===== config.mk =====
export PLATFORM = sky130hd
export DESIGN_NAME = tvs_ram
export DESIGN_NICKNAME = d
export VERILOG_FILES = /design/src/rtl/trilinear_volume_sampler_macros.svh /design/src/rtl/tvs_ram.sv
export SDC_FILE = /design/constraint.sdc
export NUM_CORES = 2
export LEC_CHECK = 0
export BUFFER_PORTS_ARGS = -buffer_cell sky130_fd_sc_hd__clkbuf_2
export CAP_MARGIN = 30
export CORE_AREA = 5 5 471 473
export DETAILED_ROUTE_END_ITERATION = 10
export DIE_AREA = 0 0 476 478
export PLACE_DENSITY_LB_ADDON = 0.12
export SLEW_MARGIN = 10
export SYNTH_ARGS = -nofsm -noshare
export SYNTH_HDL_FRONTEND = slang
export SYNTH_SLANG_ARGS = --single-unit

===== constraint.sdc =====
create_clock -name clock -period 6.65 [get_ports clock]
set_clock_uncertainty 0.2 [all_clocks]
set_input_delay 1.33 -clock clock [delete_from_list [all_inputs] [get_ports clock]]
set_output_delay 1.33 -clock clock [all_outputs]
set_load 0.005 [all_outputs]

===== src/rtl/trilinear_volume_sampler_macros.svh =====
// Assertion macros shared by the trilinear volume sampler RTL.
`ifndef TRILINEAR_VOLUME_SAMPLER_MACROS_SVH
`define TRILINEAR_VOLUME_SAMPLER_MACROS_SVH

// Same-cycle implication, disabled during reset.
`define TVS_ASSERT_IMPLY(label, clk, rst, ante, cons) \
   label: assert property (@(posedge clk) disable iff (rst) (ante) |-> (cons)) \
      else $error("trilinear_volume_sampler: same-cycle check failed");

// Next-cycle implication, disabled during reset.
`define TVS_ASSERT_NEXT(label, clk, rst, ante, cons) \
   label: assert property (@(posedge clk) disable iff (rst) (ante) |=> (cons)) \
      else $error("trilinear_volume_sampler: next-cycle check failed");

`endif


===== src/rtl/tvs_ram.sv =====
// Generic RAM with one write port and two registered read ports.
module tvs_ram #(
   parameter int WIDTH = 8,
   parameter int DEPTH = 256
) (
   input  logic                     clock,
   input  logic                     wr_en,
   input  logic [$clog2(DEPTH)-1:0] wr_addr,
   input  logic [WIDTH-1:0]         wr_data,
   input  logic                     rd_en,
   input  logic [$clog2(DEPTH)-1:0] rd_addr_a,
   input  logic [$clog2(DEPTH)-1:0] rd_addr_b,
   output logic [WIDTH-1:0]         rd_data_a,
   output logic [WIDTH-1:0]         rd_data_b
);

   logic [WIDTH-1:0] mem_ff [DEPTH];
   logic [WIDTH-1:0] rd_data_a_ff;
   logic [WIDTH-1:0] rd_data_b_ff;

   always_ff @(posedge clock) begin
      if (wr_en) begin
         mem_ff[wr_addr] <= wr_data;
      end
      if (rd_en) begin
         rd_data_a_ff <= mem_ff[rd_addr_a];
         rd_data_b_ff <= mem_ff[rd_addr_b];
      end
   end

   assign rd_data_a = rd_data_a_ff;
   assign rd_data_b = rd_data_b_ff;

endmodule


# Word level (Yosys, flattened, before mapping)
# Memory sizes are Yosys's and may differ from the RTL's. A register that Yosys moved wholly into a read port is not among the register bits.
# Index checks and enable logic that the tools add are counted.
[word_totals]
input_bits = 35
mem_bits_rw = 2048
regBits = 0
output_inout_bits = 16
n_memories = 1
elab_cells = 3
[memory_table]
columns = ["memory", "words", "width", "rd", "rd_ports_with_merged_regs", "wr", "line", "text"]
rows = [
  ["mem_ff", 256, 8, 2, 2, 1, "tvs_ram.sv:17", "logic [WIDTH-1:0] mem_ff [DEPTH];"],
]
[classes]
n_mux = 2
[ops]
columns = ["operator", "count"]
rows = [
  ["1-bit two-way mux", 2],
]

# Longest topological paths before layout
[depth]
ltp_word = 2
ltp_mapped = 12

# Least setup slack after synthesis
# OpenSTA, ideal clock, no wires.
[synth_timing]
path_kind = "in2reg"
from = "in rd_addr_b[0]"
to = "reg rd_data_b_ff[0], in the netlist rd_data_b[0], read port of mem_ff (data pin)"
n_path_buf = 3
path_slack_ns = 2.942
cell_stages = 9
arrival_time_ns = 3.231
cell_sequence = "buf_4 > buf_6 > buf_2 > mux4_2 > mux4_2 > nand2_1 > a21oi_1 > a21oi_1 > a221oi_2"
[synth_rtl]
columns = ["item", "line", "text"]
rows = [
  ["from (decl)", "tvs_ram.sv:12", "input logic [$clog2(DEPTH)-1:0] rd_addr_b,"],
  ["to (decl)", "tvs_ram.sv:19", "logic [WIDTH-1:0] rd_data_b_ff;"],
]

==> summary.md <==
| Metric | Value |
|---|---|
| Count leader, synth | `edfxtp_1` |
| Worst-skew pair later-pin latency | `890 ps` |
| CORE AREA | `0.217 mm2` |
| Worst-path clk slew | `60 ps` |
| Post-CTS Resized | `0` |
| Reg2reg end | `rd_data_a[7]$_DFFE_PP_` |
| CP max FO | `50` |
| Final hold vios | `0` |
| Vias in the first global route | `55100` |
| Total grt overflow | `0` |
| Synth top area cells | `edfxtp_1, mux4_2, mux2i_1` |
| Flops & latches, synth | `2064` |
| Total chip power | `0.0292 W` |
| CTS tree | `yes` |
| Setup TNS | `0 ps` |
| H-Tree Depth | `4` |
| Hold path endpoint | `mem_ff[187][4]$_DFFE_PP_` |
| Reg-to-Reg Start | `mem_ff[15][7]$_DFFE_PP_` |
| Estimated wirelength of the detail-placed design | `213000 um` |
| Number of buffers created by CTS | `219` |
| Area post-placement | `0.102 mm2` |
| 1st-iter DRT viols | `7401` |
| Worst EP required | `7050 ps` |
| Leak pwr | `34.2 nW` |
| First-pass GRT wire length | `446000 um` |
| Maxcap violations | `0` |
| R2R depth | `6` |
| WHS Path Cells | `1` |
| Async set-reset flop share out of synthesis | `0%` |
| Pin count of the biggest net entering global routing | `184` |
| Post-synth EDFFs | `2064` |
| Pwr Density | `268 mW/mm2` |
| Die height | `478 um` |
| CP Capture Type | `flip-flop` |
| Crit start category | `input port` |
| GRT Resource Usage Total | `28.2%` |
| Worst Tran Pin Value | `1290 ps` |
| Pre-CTS WS | `1110 ps` |
| Flop-to-flop setup slack | `3250 ps` |
| Min-Delay Path Class | `in2reg` |
| Endpoints failing setup | `0` |
| Prevailing post-synth register cell | `edfxtp_1` |
| GP Congestion | `0.885` |
| Yosys cell types | `64` |
| Layout area overhead | `12.2%` |
| Crit share post-route | `71.2%` |
| CTS sink cnt | `2064` |
| Status | `complete, no violations` |
| Layout cells sized above 1 | `34.9%` |
| Hold wc startpoint | `wr_data[4]` |
| WHS | `807 ps` |
| Setup Buffers After CTS | `0` |
| Via/cell ratio | `6.80` |
| Via count | `55300` |
| Area share of the largest cell type after synthesis | `63.8%` |
| Detailed Routing Iterations Pass 1 | `6` |
| Setup CP Type | `in2reg` |
| Port-buffer cells | `50` |
| Synth Instances | `4847` |
| Max Buffers Root-to-Sink | `3` |
| Seq/Total Area, Yosys | `63.8%` |
| Final wirelength | `321000 um` |
| Die area | `0.228 mm2` |
| Overall die width | `476 um` |
| Setup WS post-layout | `1920 ps` |
| Cell chosen for the clock root | `clkbuf_16` |
| I/O pin count | `51` |
| Syn. warnings | `0` |
| Initial core utilization | `44.9%` |
| Row cnt | `171` |
| Slew Viols, Final | `0` |
| Crit path DAT | `5130 ps` |
| Avg Cell Area, Syn | `20.0 um2` |
| Hold buffers post-CTS | `0` |
| Initial antenna violation count | `22` |
| Post-route ant nets | `0` |
| Drt wl/cell | `39.5 um` |
| Final Cell Area | `0.109 mm2` |
| Max-slew headroom | `14.3%` |
| Most frequent cells after synthesis | `edfxtp_1, mux4_2, nor2_1` |
| Unrepaired setup endpoints after global routing | `no` |
| Synth Net Count | `4882` |
| Synth area leader | `edfxtp_1` |
| Synthesized cell area | `0.0971 mm2` |
| Maximum clock frequency | `0.211 GHz` |
| # DRC | `0` |
| Post-layout min period | `4730 ps` |
| Worst VDD drop | `314 uV` |
| Fin nets | `5126` |
[cells in the final DEF (no fill, tap or decap), drive strengths merged, types with 6 or more instances in the layout]
cell,n
a211o,6
a211oi,28
a21oi,79
a221o,10
a221oi,37
a22o,22
a22oi,62
a2bb2oi,9
and2,12
buf,378
bufinv,27
clkbuf,307
clkinv,96
clkinvlp,9
diode,7
edfxtp,2064
inv,11
mux2,38
mux2i,236
mux4,1051
nand2,114
nand2b,11
nand3,52
nand3b,6
nand4,13
nor2,299
nor2b,27
nor3,21
nor3b,7
nor4,7
o211ai,13
o21ai,37
o221ai,67
o22ai,48
o31ai,11
or2,6
[through the flow]
step,std cells,util (%)
final,8135,50.3
after global routing,8134,50.3
after CTS,8108,50.3
after detailed placement,7704,46.9
after global placement,7639,46.7
after floorplan,4847,-
[state kept, by name, indices dropped and copies added (netlist names)]
signal,flops
rd_data_b,8
rd_data_a,8
mem_ff,2048
[final cells by class]
class / instances / area, um2
Antenna cell: 7 / 17.5
Timing Repair Buffer: 418 / 3690
Tap cell: 2854 / 3570
Multi-Input combinational cell: 2382 / 32600
Sequential cell: 2064 / 62000
Fill cell: 17500 / 108000
Inverter: 6 / 26.3
Clock buffer: 267 / 5720
Clock inverter: 137 / 1440
[logic make-up after synthesis]
kind of cell           synth area share (%)
AOI/OAI and AO/OA                      3.53
DFF                                    63.8
buffers and inverters                  2.73
muxes                                  27.2
and+or+nand+nor                        2.69
[worst max path at each step]
stage	from	endpoint	slack [ps]	cells past startpoint
6_report	rd_addr_a[0]	rd_data_a[4]$_DFFE_PP_	1920	9
5_1_grt	rd_addr_a[0]	rd_data_a[4]$_DFFE_PP_	1830	10
4_1_cts	rd_addr_a[0]	rd_data_a[4]$_DFFE_PP_	2070	9
3_5_place_dp	rd_addr_a[0]	rd_data_a[4]$_DFFE_PP_	1110	9
3_3_place_gp	rd_addr_a[0]	rd_data_a[6]$_DFFE_PP_	630	8
2_1_floorplan	rd_addr_b[0]	rd_data_b[0]$_DFFE_PP_	2940	9
[where the power goes]
part	internal (W)	switching, W
Clock	0.00714	0.00521
Combinational	0.000923	0.00153
Sequential	0.0144	0.0000492
Total	0.0224	0.00678
[worst max-delay path, stage by stage]
cell	delay, ps
buf_8	490
buf_4	590
buf_4	400
mux4_2	580
o22ai_1	440
o32ai_1	150
nor3_1	710
buf_4	220
nor4_1	50
[routing by layer]
metal | share of wire (%) | wire length (um) | global-route usage (%) | vias up
met2 | 47 | 150000 | 43.4 | 3076
met1 | 40 | 129000 | 40.5 | 30100
met3 | 9.1 | 29200 | 5.18 | 493
met5 | 0.014 | 45 | 0 | -
li1 | - | - | - | 21600
met4 | 4.1 | 13200 | 10.3 | 8
No activity file was read; power rests on OpenSTA's default activity.
